$ cat src/rtl/core/realtime_priority_run_queue_macros.svh
// ----------------------------------------------------------------------------
// Assertion macros for the real-time run queue
// Each macro expands to a labeled concurrent assertion in simulation and to
// nothing in synthesis.
// ----------------------------------------------------------------------------
`ifndef REALTIME_PRIORITY_RUN_QUEUE_MACROS_SVH
`define REALTIME_PRIORITY_RUN_QUEUE_MACROS_SVH

`ifndef SYNTHESIS
// The consequent must hold in the same cycle as the antecedent.
`define RPRQ_ASSERT_NOW(label, clk, rst_n, ante, cons) \
    label: assert property (@(posedge clk) disable iff (!rst_n) (ante) |-> (cons)) \
        else $error("rprq assertion failed");
// The consequent must hold in the cycle after the antecedent.
`define RPRQ_ASSERT_NEXT(label, clk, rst_n, ante, cons) \
    label: assert property (@(posedge clk) disable iff (!rst_n) (ante) |=> (cons)) \
        else $error("rprq assertion failed");
`else
`define RPRQ_ASSERT_NOW(label, clk, rst_n, ante, cons)
`define RPRQ_ASSERT_NEXT(label, clk, rst_n, ante, cons)
`endif

`endif

$ cat src/rtl/core/rprq_pkg.sv
// ----------------------------------------------------------------------------
// Real-time run queue package
// Sizes, operation codes, table entry layouts and the level priority encoder.
// ----------------------------------------------------------------------------
package rprq_pkg;

    localparam int NUM_THREADS = 64;
    localparam int NUM_LEVELS  = 32;

    localparam int TID_W   = $clog2(NUM_THREADS);
    localparam int LVL_W   = $clog2(NUM_LEVELS);
    localparam int SLICE_W = 16;
    localparam int MODE_W  = 3;

    localparam logic [SLICE_W-1:0] SLICE_RESET = SLICE_W'(10);

    typedef logic [TID_W-1:0]      t_tid;
    typedef logic [LVL_W-1:0]      t_lvl;
    typedef logic [SLICE_W-1:0]    t_slice;
    typedef logic [MODE_W-1:0]     t_mode_bits;
    typedef logic [NUM_LEVELS-1:0] t_bitmap;

    typedef enum logic [MODE_W-1:0] {
        MODE_INIT   = 3'd0,
        MODE_ADD    = 3'd1,
        MODE_REMOVE = 3'd2,
        MODE_NEXT   = 3'd3,
        MODE_TICK   = 3'd4
    } t_mode;

    // One entry per thread: list links, the level it is queued at, its slice.
    typedef struct packed {
        t_tid   next_id;
        t_tid   prev_id;
        t_lvl   lvl;
        t_slice slice_left;
    } t_thread_entry;

    // One entry per priority level: first and last queued thread.
    typedef struct packed {
        t_tid head;
        t_tid tail;
    } t_level_entry;

    // Highest set bit of a non-empty bitmap.
    function automatic t_lvl find_top_level(input t_bitmap bm);
        t_lvl lvl;
        lvl = '0;
        for (int i = 0; i < NUM_LEVELS; i++) begin
            if (bm[i]) begin
                lvl = LVL_W'(i);
            end
        end
        return lvl;
    endfunction

endpackage

$ cat src/rtl/core/realtime_priority_run_queue.sv
// ----------------------------------------------------------------------------
// Real-time run queue
// One FIFO of thread ids per priority level, kept as doubly linked lists in
// a thread table and a level table, with a bitmap of non-empty levels.
// ----------------------------------------------------------------------------
// One request is worked on at a time. Init slice and a round-robin tick go
// through S_SLICE, add to an empty level through S_ADD_SELF, add to a
// non-empty level through S_ADD_TAIL, S_ADD_LINK, S_ADD_SELF, remove through
// S_RM_T, S_RM_L (head or tail of its level) and also S_RM_P, S_RM_N (middle),
// and get next through S_NX_HEAD and on as a remove, since it always unlinks
// the head of its level; all then end in S_DONE, as does a request that
// touches no table. The tables have one read and one write port each. A
// finished result waits in an output register while the next request is
// accepted; a request whose result is ready while that register is still full
// holds in S_DONE until the register is taken. No clearing pass is needed after reset.
`include "realtime_priority_run_queue_macros.svh"

module realtime_priority_run_queue (
    input  logic                      i_clk,
    input  logic                      i_rst_n,
    input  logic                      i_slice_ticks_we,
    input  rprq_pkg::t_slice          i_slice_ticks,
    input  logic                      i_in_valid,
    output logic                      o_in_ready,
    input  rprq_pkg::t_mode_bits      i_mode,
    input  rprq_pkg::t_tid            i_thread_id,
    input  rprq_pkg::t_lvl            i_priority_req,
    input  logic                      i_round_robin,
    output logic                      o_out_valid,
    input  logic                      i_out_ready,
    output logic                      o_picked_valid,
    output rprq_pkg::t_tid            o_picked_id,
    output rprq_pkg::t_lvl            o_picked_priority,
    output logic                      o_reschedule
);

    import rprq_pkg::*;

    typedef enum logic [10:0] {
        S_IDLE     = 11'b000_0000_0001,
        S_SLICE    = 11'b000_0000_0010,
        S_ADD_TAIL = 11'b000_0000_0100,
        S_ADD_LINK = 11'b000_0000_1000,
        S_ADD_SELF = 11'b000_0001_0000,
        S_NX_HEAD  = 11'b000_0010_0000,
        S_RM_T     = 11'b000_0100_0000,
        S_RM_L     = 11'b000_1000_0000,
        S_RM_P     = 11'b001_0000_0000,
        S_RM_N     = 11'b010_0000_0000,
        S_DONE     = 11'b100_0000_0000
    } t_state;

    // Control state.
    t_state                 r_state, n_state;
    t_bitmap                r_bitmap, n_bitmap;
    logic [NUM_THREADS-1:0] r_queued, n_queued;
    t_lvl                   r_run_prio, n_run_prio;
    logic                   r_run_rt, n_run_rt;
    t_slice                 r_slice_ticks;
    logic                   r_out_valid, n_out_valid;

    // Request and work registers.
    t_mode_bits r_mode, n_mode;
    t_tid       r_tid, n_tid;
    t_lvl       r_prio, n_prio;
    t_lvl       r_lvl, n_lvl;
    t_tid       r_p, n_p;
    t_tid       r_n, n_n;
    t_tid       r_head, n_head;
    logic       r_res_valid, n_res_valid;
    t_tid       r_res_id, n_res_id;
    t_lvl       r_res_prio, n_res_prio;
    logic       r_res_resched, n_res_resched;
    logic       r_out_pvalid, n_out_pvalid;
    t_tid       r_out_id, n_out_id;
    t_lvl       r_out_prio, n_out_prio;
    logic       r_out_resched, n_out_resched;

    // Table ports.
    logic          t_we, t_re;
    t_tid          t_waddr, t_raddr;
    t_thread_entry t_wdata, t_rdata;
    logic          l_we, l_re;
    t_lvl          l_waddr, l_raddr;
    t_level_entry  l_wdata, l_rdata;

    logic in_fire;
    t_lvl top_lvl;

    assign o_in_ready = (r_state == S_IDLE);
    assign in_fire    = i_in_valid && o_in_ready;
    assign top_lvl    = find_top_level(r_bitmap);

    rprq_ram #(
        .WIDTH($bits(t_thread_entry)),
        .DEPTH(NUM_THREADS)
    ) u_thread_ram (
        .i_clk  (i_clk),
        .i_we   (t_we),
        .i_waddr(t_waddr),
        .i_wdata(t_wdata),
        .i_re   (t_re),
        .i_raddr(t_raddr),
        .o_rdata(t_rdata)
    );

    rprq_ram #(
        .WIDTH($bits(t_level_entry)),
        .DEPTH(NUM_LEVELS)
    ) u_level_ram (
        .i_clk  (i_clk),
        .i_we   (l_we),
        .i_waddr(l_waddr),
        .i_wdata(l_wdata),
        .i_re   (l_re),
        .i_raddr(l_raddr),
        .o_rdata(l_rdata)
    );

    always_comb begin
        n_state       = r_state;
        n_bitmap      = r_bitmap;
        n_queued      = r_queued;
        n_run_prio    = r_run_prio;
        n_run_rt      = r_run_rt;
        n_out_valid   = r_out_valid && !i_out_ready;
        n_mode        = r_mode;
        n_tid         = r_tid;
        n_prio        = r_prio;
        n_lvl         = r_lvl;
        n_p           = r_p;
        n_n           = r_n;
        n_head        = r_head;
        n_res_valid   = r_res_valid;
        n_res_id      = r_res_id;
        n_res_prio    = r_res_prio;
        n_res_resched = r_res_resched;
        n_out_pvalid  = r_out_pvalid;
        n_out_id      = r_out_id;
        n_out_prio    = r_out_prio;
        n_out_resched = r_out_resched;

        t_we    = 1'b0;
        t_waddr = r_tid;
        t_wdata = t_rdata;
        t_re    = 1'b0;
        t_raddr = r_tid;
        l_we    = 1'b0;
        l_waddr = r_lvl;
        l_wdata = l_rdata;
        l_re    = 1'b0;
        l_raddr = r_lvl;

        unique case (r_state)
            S_IDLE: begin
                if (i_in_valid) begin
                    n_mode        = i_mode;
                    n_tid         = i_thread_id;
                    n_prio        = i_priority_req;
                    n_res_valid   = 1'b0;
                    n_res_id      = '0;
                    n_res_prio    = '0;
                    n_res_resched = 1'b0;
                    n_state       = S_DONE;
                    case (i_mode)
                        MODE_INIT: begin
                            t_re    = 1'b1;
                            t_raddr = i_thread_id;
                            n_state = S_SLICE;
                        end
                        MODE_TICK: begin
                            if (i_round_robin) begin
                                t_re    = 1'b1;
                                t_raddr = i_thread_id;
                                n_state = S_SLICE;
                            end
                        end
                        MODE_ADD: begin
                            if (!r_queued[i_thread_id]) begin
                                n_res_resched = !r_run_rt || (i_priority_req > r_run_prio);
                                if (r_bitmap[i_priority_req]) begin
                                    l_re    = 1'b1;
                                    l_raddr = i_priority_req;
                                    n_state = S_ADD_TAIL;
                                end else begin
                                    // Empty level: the thread is head and tail,
                                    // and links to itself.
                                    t_re    = 1'b1;
                                    t_raddr = i_thread_id;
                                    n_p     = i_thread_id;
                                    n_head  = i_thread_id;
                                    n_state = S_ADD_SELF;
                                end
                            end
                        end
                        MODE_REMOVE: begin
                            if (r_queued[i_thread_id]) begin
                                t_re    = 1'b1;
                                t_raddr = i_thread_id;
                                n_state = S_RM_T;
                            end
                        end
                        MODE_NEXT: begin
                            if (r_bitmap == '0) begin
                                n_run_rt = 1'b0;
                            end else begin
                                n_res_valid = 1'b1;
                                n_res_prio  = top_lvl;
                                n_run_prio  = top_lvl;
                                n_run_rt    = 1'b1;
                                l_re        = 1'b1;
                                l_raddr     = top_lvl;
                                n_state     = S_NX_HEAD;
                            end
                        end
                        default: begin
                        end
                    endcase
                end
            end
            S_SLICE: begin
                t_we    = 1'b1;
                t_waddr = r_tid;
                if ((r_mode == MODE_TICK) && (t_rdata.slice_left > SLICE_W'(1))) begin
                    t_wdata.slice_left = t_rdata.slice_left - SLICE_W'(1);
                end else begin
                    t_wdata.slice_left = r_slice_ticks;
                    n_res_resched      = (r_mode == MODE_TICK);
                end
                n_state = S_DONE;
            end
            S_ADD_TAIL: begin
                n_head  = l_rdata.head;
                n_p     = l_rdata.tail;
                t_re    = 1'b1;
                t_raddr = l_rdata.tail;
                n_state = S_ADD_LINK;
            end
            S_ADD_LINK: begin
                t_we            = 1'b1;
                t_waddr         = r_p;
                t_wdata.next_id = r_tid;
                t_re            = 1'b1;
                t_raddr         = r_tid;
                n_state         = S_ADD_SELF;
            end
            S_ADD_SELF: begin
                t_we            = 1'b1;
                t_waddr         = r_tid;
                t_wdata.next_id = r_tid;
                t_wdata.prev_id = r_p;
                t_wdata.lvl     = r_prio;
                l_we            = 1'b1;
                l_waddr         = r_prio;
                l_wdata.head    = r_head;
                l_wdata.tail    = r_tid;
                n_bitmap[r_prio] = 1'b1;
                n_queued[r_tid]  = 1'b1;
                n_state          = S_DONE;
            end
            S_NX_HEAD: begin
                n_tid    = l_rdata.head;
                n_res_id = l_rdata.head;
                t_re     = 1'b1;
                t_raddr  = l_rdata.head;
                n_state  = S_RM_T;
            end
            S_RM_T: begin
                n_lvl   = t_rdata.lvl;
                n_p     = t_rdata.prev_id;
                n_n     = t_rdata.next_id;
                l_re    = 1'b1;
                l_raddr = t_rdata.lvl;
                n_state = S_RM_L;
            end
            S_RM_L: begin
                n_queued[r_tid] = 1'b0;
                n_state         = S_DONE;
                if (l_rdata.head == r_tid) begin
                    if (l_rdata.tail == r_tid) begin
                        n_bitmap[r_lvl] = 1'b0;
                    end else begin
                        l_we         = 1'b1;
                        l_wdata.head = r_n;
                    end
                end else if (l_rdata.tail == r_tid) begin
                    l_we         = 1'b1;
                    l_wdata.tail = r_p;
                end else begin
                    // Middle of the list: patch both neighbors in turn.
                    t_re    = 1'b1;
                    t_raddr = r_p;
                    n_state = S_RM_P;
                end
            end
            S_RM_P: begin
                t_we            = 1'b1;
                t_waddr         = r_p;
                t_wdata.next_id = r_n;
                t_re            = 1'b1;
                t_raddr         = r_n;
                n_state         = S_RM_N;
            end
            S_RM_N: begin
                t_we            = 1'b1;
                t_waddr         = r_n;
                t_wdata.prev_id = r_p;
                n_state         = S_DONE;
            end
            S_DONE: begin
                if (!r_out_valid || i_out_ready) begin
                    n_out_valid   = 1'b1;
                    n_out_pvalid  = r_res_valid;
                    n_out_id      = r_res_id;
                    n_out_prio    = r_res_prio;
                    n_out_resched = r_res_resched;
                    n_state       = S_IDLE;
                end
            end
            default: begin
                n_state = S_IDLE;
            end
        endcase
    end

    always_ff @(posedge i_clk) begin
        if (!i_rst_n) begin
            r_state       <= S_IDLE;
            r_bitmap      <= '0;
            r_queued      <= '0;
            r_run_prio    <= '0;
            r_run_rt      <= 1'b0;
            r_slice_ticks <= SLICE_RESET;
            r_out_valid   <= 1'b0;
        end else begin
            r_state     <= n_state;
            r_bitmap    <= n_bitmap;
            r_queued    <= n_queued;
            r_run_prio  <= n_run_prio;
            r_run_rt    <= n_run_rt;
            r_out_valid <= n_out_valid;
            if (i_slice_ticks_we) begin
                r_slice_ticks <= i_slice_ticks;
            end
        end
    end

    always_ff @(posedge i_clk) begin
        r_mode        <= n_mode;
        r_tid         <= n_tid;
        r_prio        <= n_prio;
        r_lvl         <= n_lvl;
        r_p           <= n_p;
        r_n           <= n_n;
        r_head        <= n_head;
        r_res_valid   <= n_res_valid;
        r_res_id      <= n_res_id;
        r_res_prio    <= n_res_prio;
        r_res_resched <= n_res_resched;
        r_out_pvalid  <= n_out_pvalid;
        r_out_id      <= n_out_id;
        r_out_prio    <= n_out_prio;
        r_out_resched <= n_out_resched;
    end

    assign o_out_valid       = r_out_valid;
    assign o_picked_valid    = r_out_pvalid;
    assign o_picked_id       = r_out_id;
    assign o_picked_priority = r_out_prio;
    assign o_reschedule      = r_out_resched;

    // A write and a read of the same thread entry in one cycle would return stale data.
    `RPRQ_ASSERT_NOW(a_no_thread_rw_clash, i_clk, i_rst_n, t_we && t_re, t_waddr != t_raddr)
    `RPRQ_ASSERT_NEXT(a_next_sets_running, i_clk, i_rst_n, in_fire && (i_mode == MODE_NEXT) && (r_bitmap != '0), r_run_rt && (r_run_prio == $past(top_lvl)))
    `RPRQ_ASSERT_NEXT(a_double_add_ignored, i_clk, i_rst_n, in_fire && (i_mode == MODE_ADD) && r_queued[i_thread_id], $stable(r_bitmap) && (r_state == S_DONE))
    `RPRQ_ASSERT_NOW(a_result_from_done, i_clk, i_rst_n, $rose(r_out_valid), $past(r_state == S_DONE))

endmodule

$ cat src/rtl/core/rprq_ram.sv
// ----------------------------------------------------------------------------
// Generic synchronous RAM
// One write port and one read port, read data registered.
// ----------------------------------------------------------------------------
module rprq_ram #(
    parameter int WIDTH = 8,
    parameter int DEPTH = 32
) (
    input  logic                     i_clk,
    input  logic                     i_we,
    input  logic [$clog2(DEPTH)-1:0] i_waddr,
    input  logic [WIDTH-1:0]         i_wdata,
    input  logic                     i_re,
    input  logic [$clog2(DEPTH)-1:0] i_raddr,
    output logic [WIDTH-1:0]         o_rdata
);

    logic [WIDTH-1:0] r_mem [DEPTH];
    logic [WIDTH-1:0] r_rdata;

    always_ff @(posedge i_clk) begin
        if (i_we) begin
            r_mem[i_waddr] <= i_wdata;
        end
        if (i_re) begin
            r_rdata <= r_mem[i_raddr];
        end
    end

    assign o_rdata = r_rdata;

endmodule

$ cat config.mk
export PLATFORM = sky130hd
export DESIGN_NAME = realtime_priority_run_queue
export DESIGN_NICKNAME = d
export VERILOG_FILES = /design/src/rtl/core/rprq_pkg.sv /design/src/rtl/core/realtime_priority_run_queue.sv /design/src/rtl/core/rprq_ram.sv
export VERILOG_INCLUDE_DIRS = /design/src /design/src/rtl/core
export SDC_FILE = /design/constraint.sdc
export NUM_CORES = 2
export LEC_CHECK = 0
export BUFFER_PORTS_ARGS = -buffer_cell sky130_fd_sc_hd__buf_2
export CORE_MARGIN = 2
export CORE_UTILIZATION = 55
export DETAILED_ROUTE_END_ITERATION = 8
export MAX_ROUTING_LAYER = met4
export PLACE_DENSITY = 0.83
export SLEW_MARGIN = 30
export SYNTH_ARGS = -nofsm -noshare
export SYNTH_HDL_FRONTEND = slang
export SYNTH_SLANG_ARGS = --single-unit
$ cat constraint.sdc
create_clock -name i_clk -period 5.05 [get_ports i_clk]
set_input_delay 0 -clock i_clk [delete_from_list [all_inputs] [get_ports i_clk]]
set_output_delay 0 -clock i_clk [all_outputs]
set_load 0.05 [all_outputs]
* After elaboration in Yosys (flattened, before gate mapping)
Memory sizes are Yosys's and may differ from the RTL's. A register that Yosys moved wholly into a read port is not among the register bits.
Index checks and enable logic that the tools add are counted.
** Storage, ports and cells
- Input port bits :: 36
- Memories :: 2
- Logic and storage cells :: 226
- Output and inout bits :: 15
- Memory bits (writable) :: 2496
- Flip-flop bits (word level) :: 193
** Memories
- u_thread_ram.r_mem :: depth 64, width 33, rd ports 1, clocked after memory_dff 1, write ports 1, RTL line rprq_ram.sv:18 : logic [WIDTH-1:0] r_mem [DEPTH];
- u_level_ram.r_mem :: depth 32, width 12, rd ports 1, clocked after memory_dff 1, write ports 1, RTL line rprq_ram.sv:18
** Operators by class
- Muxes and demuxes :: 123
- Add/sub/neg operators :: 1
- Bitwise operators :: 8
- Reductions and logical operators :: 34
- Equal/unequal tests :: 26
- Magnitude comparators :: 10
** Operators by type and width (count)
- $mux 5 :: 37
- $pmux 64 s2 :: 1
- $mux 6 :: 18
- $pmux 11 s9 :: 1
- $mux 11 :: 8
- $and 64x64->64 :: 1
- $mux 32 :: 2
- $not 64->64 :: 1
- $or 64x64->64 :: 1
- $pmux 32 s2 :: 1
- $pmux 6 s2 :: 5
- $pmux 11 s5 :: 1
- $and 32x32->32 :: 1
- $logic_not 32->1 :: 1
- $mux 16 :: 2
- $not 32->32 :: 1
- $or 32x32->32 :: 1
- $mux 1 :: 30
- $pmux 6 s5 :: 1
- $pmux 12 s2 :: 1
- $pmux 6 s4 :: 1
- $pmux 5 s2 :: 2
- $lt 5x6->1 const B :: 3
- $pmux 6 s3 :: 1
- 45 further kinds :: 80

* Depth between registers and ports, before layout
- Word-level depth :: 35
- Gate-level depth with buffers :: 21
- Gate-level depth less buffers :: 14

* Hierarchy
Synthesis repeated with hierarchy kept, for this count alone.
** Unflattened totals
- Cell total of the unflattened synthesis :: 5723
- Area, all modules :: 107855.9 µm²
** By module, submodules not included
- rprq_ram at u_thread_ram :: cells each 3517, instances 1, sequential area each 64411.8 µm², area an instance 81195.4 µm²
- rprq_ram at u_level_ram :: cells each 868, instances 1, sequential area each 11891.4 µm², area an instance 15588.7 µm²
- realtime_priority_run_queue :: cells each 1338, instances 1, sequential area each 4494.3 µm², area an instance 11071.9 µm²

* Worst setup path before layout
No wires, ideal clock.
- Path type :: register -> register
- Start :: register u_thread_ram.r_rdata[8], in the netlist u_thread_ram.o_rdata[8] (read register of u_thread_ram.r_mem)
- End :: memory u_thread_ram.r_mem[0][7] (netlist name), data pin
- Library setup time :: 702 ps
- Stages on the path, launching flop included :: 7
- Buffers on the path :: 1
- Data required time :: 4348 ps
- Setup slack :: -200 ps
- Clock period less this slack :: 5250 ps
- Arrival :: 4548 ps
- Cell sequence :: edfxtp_1 clkbuf_1 nor4_1 nand2b_1 o41ai_1 a21oi_1 o21ai_0
** RTL lines
- start: declaration :: RTL line rprq_ram.sv:19 : logic [WIDTH-1:0] r_rdata;
- end: declaration :: RTL line rprq_ram.sv:18

* Worst setup path after layout
- Start :: register r_bitmap[14]
- End :: register u_thread_ram.r_rdata[24], in the netlist u_thread_ram.o_rdata[24] (read register of u_thread_ram.r_mem), data pin
** On the way
- Longest elaborated chain between the ends :: 7
- Elaborated cells on any way between the ends :: 12
- Classes of those cells :: mux: 12
** Ends and longest elaborated chain
- start: declaration :: RTL line realtime_priority_run_queue.sv:55 : t_bitmap r_bitmap, n_bitmap;
- start signal: assignment :: RTL line realtime_priority_run_queue.sv:337 : r_bitmap <= n_bitmap;
- $bmux 1 s5 * :: RTL line realtime_priority_run_queue.sv:181 : if (r_bitmap[i_priority_req]) begin
- $mux 1 (not written as such) * :: RTL line realtime_priority_run_queue.sv:181
- $mux 6 / $mux 1 (equally long branches) :: RTL line realtime_priority_run_queue.sv:181
- $mux 6 / $mux 1 (equally long branches) :: RTL line realtime_priority_run_queue.sv:179 : if (!r_queued[i_thread_id]) begin
- $pmux 6 s4 / $pmux 1 s4 (equally long branches) :: RTL line realtime_priority_run_queue.sv:165 : case (i_mode)
- $mux 6 / $mux 1 (equally long branches) :: RTL line realtime_priority_run_queue.sv:156 : if (i_in_valid) begin
- $pmux 6 s5 / $pmux 1 s3 (equally long branches) :: RTL line realtime_priority_run_queue.sv:154 : unique case (r_state)
Mark *: on every way between the ends. The rest lies on a longest branch, timed or not. The select of a mux whose other input is x is not followed.
A chain may end at the register's enable or synchronous reset.

==> impl_metrics.py <==
metrics = {
    "floorplanning": {
        "core.rowCount": 164,
        "core_area_um2": 199700,
        "initial_utilization_pct": 55.36,
        "dieArea_um2": 204600,
        "die-width_um": 452.3,
        "die_y_um": 452.3,
        "pin_count": 51,
    },
    "sta": {
        "finalHoldViolations": 0,
        "report.final.slew_viol_count": 0,
        "setup_viol": 0,
        "timing.final.crit_share_pct": 98.67,
        "worstMarginPinSlew_ps": 1089,
        "slew_headroom_pct": 27.42,
        "clock_skew_ps": 106.1,
        "timing.fmax_mhz": 200.7,
        "period_minus_slack_ps": 4983,
        "holdWs_ps": 49.70,
    },
    "yosys": {
        "ys_seq_area_share_pct": 73.10,
        "synth_edf_count": 2604,
        "synthDistinctLibCells": 94,
        "synth-seq-cells": 2734,
        "async_flop_share_pct": 0,
        "syn_inst": 8270,
        "yosys-top-cells-area": "edfxtp_1 71%, nand2_1 6.4%, nand3_1 3.6%",
        "synth_nets": 8314,
        "synth_warnings": 0,
        "yosys_most_used_dff": "edfxtp_1",
        "synth_top_area_share_pct": 70.75,
        "synth_top_area_cell": "edfxtp_1",
        "postSynthAreaPerCell_um2": 13.36,
        "synthesis.area_um2": 110500,
    },
    "job": {
        "max_cap_viol_count": 0,
    },
    "cells_and_area": {
        "drive_gt1_share_pct": 14.09,
        "fill_cells": 12930,
        "nNetsFinal": 8761,
        "mostFrequentLayoutCells": "2,604 x edfxtp_1, 1,861 x nand2_1, 792 x nand3_1",
        "syn2layout_area_growth_pct": 15.98,
        "final_common_cell": "edfxtp_1",
    },
    "detailed_routing": {
        "vias": 77590,
        "firstDrtPassIters": 7,
        "vias_per_cell": 6.697,
        "routed_wl_um": 335800,
        "wl_per_cell_um": 28.99,
        "drc_errors": 0,
        "drtIter0Drc": 13310,
        "ant_nets": 0,
    },
    "pwr": {
        "finalPower_w": 0.05997,
        "p_leak_nw": 44.24,
        "power_density_nw_per_um2": 467.8,
        "irDropWorstVdd_mv": 0.3663,
    },
    "setup_path": {
        "crit_chain": "mux4_2 > mux2i_1 > o32ai_1 > a311oi_4 > nand3_2 > a31o_1 > buf_4 > a311o_2 > buf_12 > buf_12 > buf_4 > nand2_1 > nand3_1 > nand3_1 > a31o_1 > a41oi_2 > or3_1",
        "cp-end-kind": "register",
        "critical_path.max_stage_delay_ps": 490,
        "cp-start-kind": "register",
        "cp.arrival_ps": 5690,
        "critPathSlowestCell": "mux4_2",
        "crit_family": "compound AO/OA/AOI/OAI gates",
        "crit_buf_inv": 4,
        "path_max_fanout": 54,
        "crit_type": "register to register",
        "crit_required_ps": 5760,
    },
    "grt": {
        "overflow": 0,
        "gr-usage-all-layers_pct": 33.03,
        "grt_max_degree": 157,
        "antenna_found_initial": 24,
        "grt_pass1_vias": 76190,
        "grt_pass1_wl_um": 484800,
    },
    "clocking": {
        "cts.sinks": 2734,
        "cts_root_buffer": "clkbuf_16",
        "clk_pin_slew_ps": 60,
        "cts_buffers": 285,
        "htree_levels": 5,
        "cts_tree": "done",
        "clockBufferDepth": 4,
        "clk_latency_ps": 960,
    },
    "outcome": {
        "outcome": "finished, final reports clean",
    },
    "placement": {
        "globalplace.congestion": 0.9567,
        "io_buffers": 50,
        "hpwlAfterDp_um": 193500,
    },
    "worst_hold_path": {
        "min_path_type": "input port to register",
    },
}
## state kept, by name, indices dropped and copies added (netlist names), 3 cells and up, named ones only
signal	count
r_n	6
u_level_ram.r_mem	384
o_picked_id	6
r_res_id	6
u_level_ram.o_rdata	12
u_thread_ram.r_mem	2112
r_slice_ticks	16
r_bitmap	32
r_run_prio	5
r_res_prio	5
r_tid	6
r_lvl	5
u_thread_ram.o_rdata	33
r_state	11
r_p	6
r_head	6
r_prio	5
r_mode	3
o_picked_priority	5
## synthesized netlist by cell type (36+ instances only)
cell type and instances:
a21oi_1 238, a22oi_1 47, a311oi_1 55, a31oi_1 226, and3_1 86, buf_1 36
buf_2 174, clkbuf_1 292, dfxtp_1 130, edfxtp_1 2604, inv_1 47, mux2i_1 353
nand2_1 1870, nand3_1 799, nand4_1 38, nor2_1 334, nor3_1 91, o21ai_0 142
o221ai_1 124, or3_1 68
## timing repair
action,in CTS,in global routing
hold buffers,74,0
gates resized for setup,10,40
setup buffers,0,9
cloned,1,0
hold endpoints to repair,74,0
endpoints found under the setup margin,13,31
pin swaps,1,4
## metrics by stage
step                worst slack (ps)  instances  utilization, %  area (um2)  setup TNS (ps)
floorplan                      195.4       8270               -      110500               0
global placement              -319.5      10990           59.03      117900           -2011
detailed placement            -250.7      11000           59.18      118200           -1930
CTS                            12.99      11560           63.95      127700               0
global route                  -55.45      11580           64.19      128200          -97.23
finish                         67.18      11590           64.20      128200               0
## path summary, 6_finish.rpt
path | from | to | slack, ps | cells after the start
min | i_mode[0] | r_mode[0]$_DFFE_PP_ | 50 | 2
min reg2reg | r_res_id[3]$_SDFFCE_PN0P_ | o_picked_id[3]$_DFFE_PP_ | 420 | 0
max | r_bitmap[14]$_SDFFE_PN0P_ | u_thread_ram.o_rdata[24]$_DFFE_PP_ | 70 | 17
max reg2reg | r_bitmap[14]$_SDFFE_PN0P_ | u_thread_ram.o_rdata[24]$_DFFE_PP_ | 70 | 17
## final cells by class
| type | count | area, um2 | share of cell area, % |
|---|---|---|---|
| diodes | 19 | 47.55 | 0.03709 |
| clock buffers | 366 | 7677 | 5.989 |
| clock inverters | 115 | 1045 | 0.8150 |
| inverters | 49 | 185.2 | 0.1445 |
| multi-input cells | 4956 | 28450 | 22.19 |
| flip-flops and latches | 2734 | 80800 | 63.03 |
| well taps | 2656 | 3323 | 2.592 |
| repair buffers | 691 | 6664 | 5.199 |
## layer usage
layer | wire [um] | up-vias | GRT usage (%)
met3 | 47270 | 1422 | 7.946
met1 | 110400 | 37290 | 40.24
met2 | 153100 | 6924 | 49.24
met4 | 25040 | 0 | 22.11
li1 | - | 31950 | -
met5 | 0 | - | -
## cell families after synthesis
logic type / after synthesis / synth area share [%]
buffers and inverters: 581 / 2.317
xor gates and xnor gates: 12 / 0.09509
muxes: 407 / 3.951
and+or+nand+nor: 3424 / 13.60
AOI/OAI and AO/OA: 1104 / 6.843
adders and majority gates: 8 / 0.09057
DFF: 2734 / 73.10
## power breakdown
part / internal [W] / switching, W / leakage, nW
Combinational: 0.00484 / 0.00985 / 15.5
Sequential: 0.0251 / 0.0000969 / 24.5
Clock: 0.0116 / 0.00848 / 4.27
No activity file was read; power rests on OpenSTA's default activity.
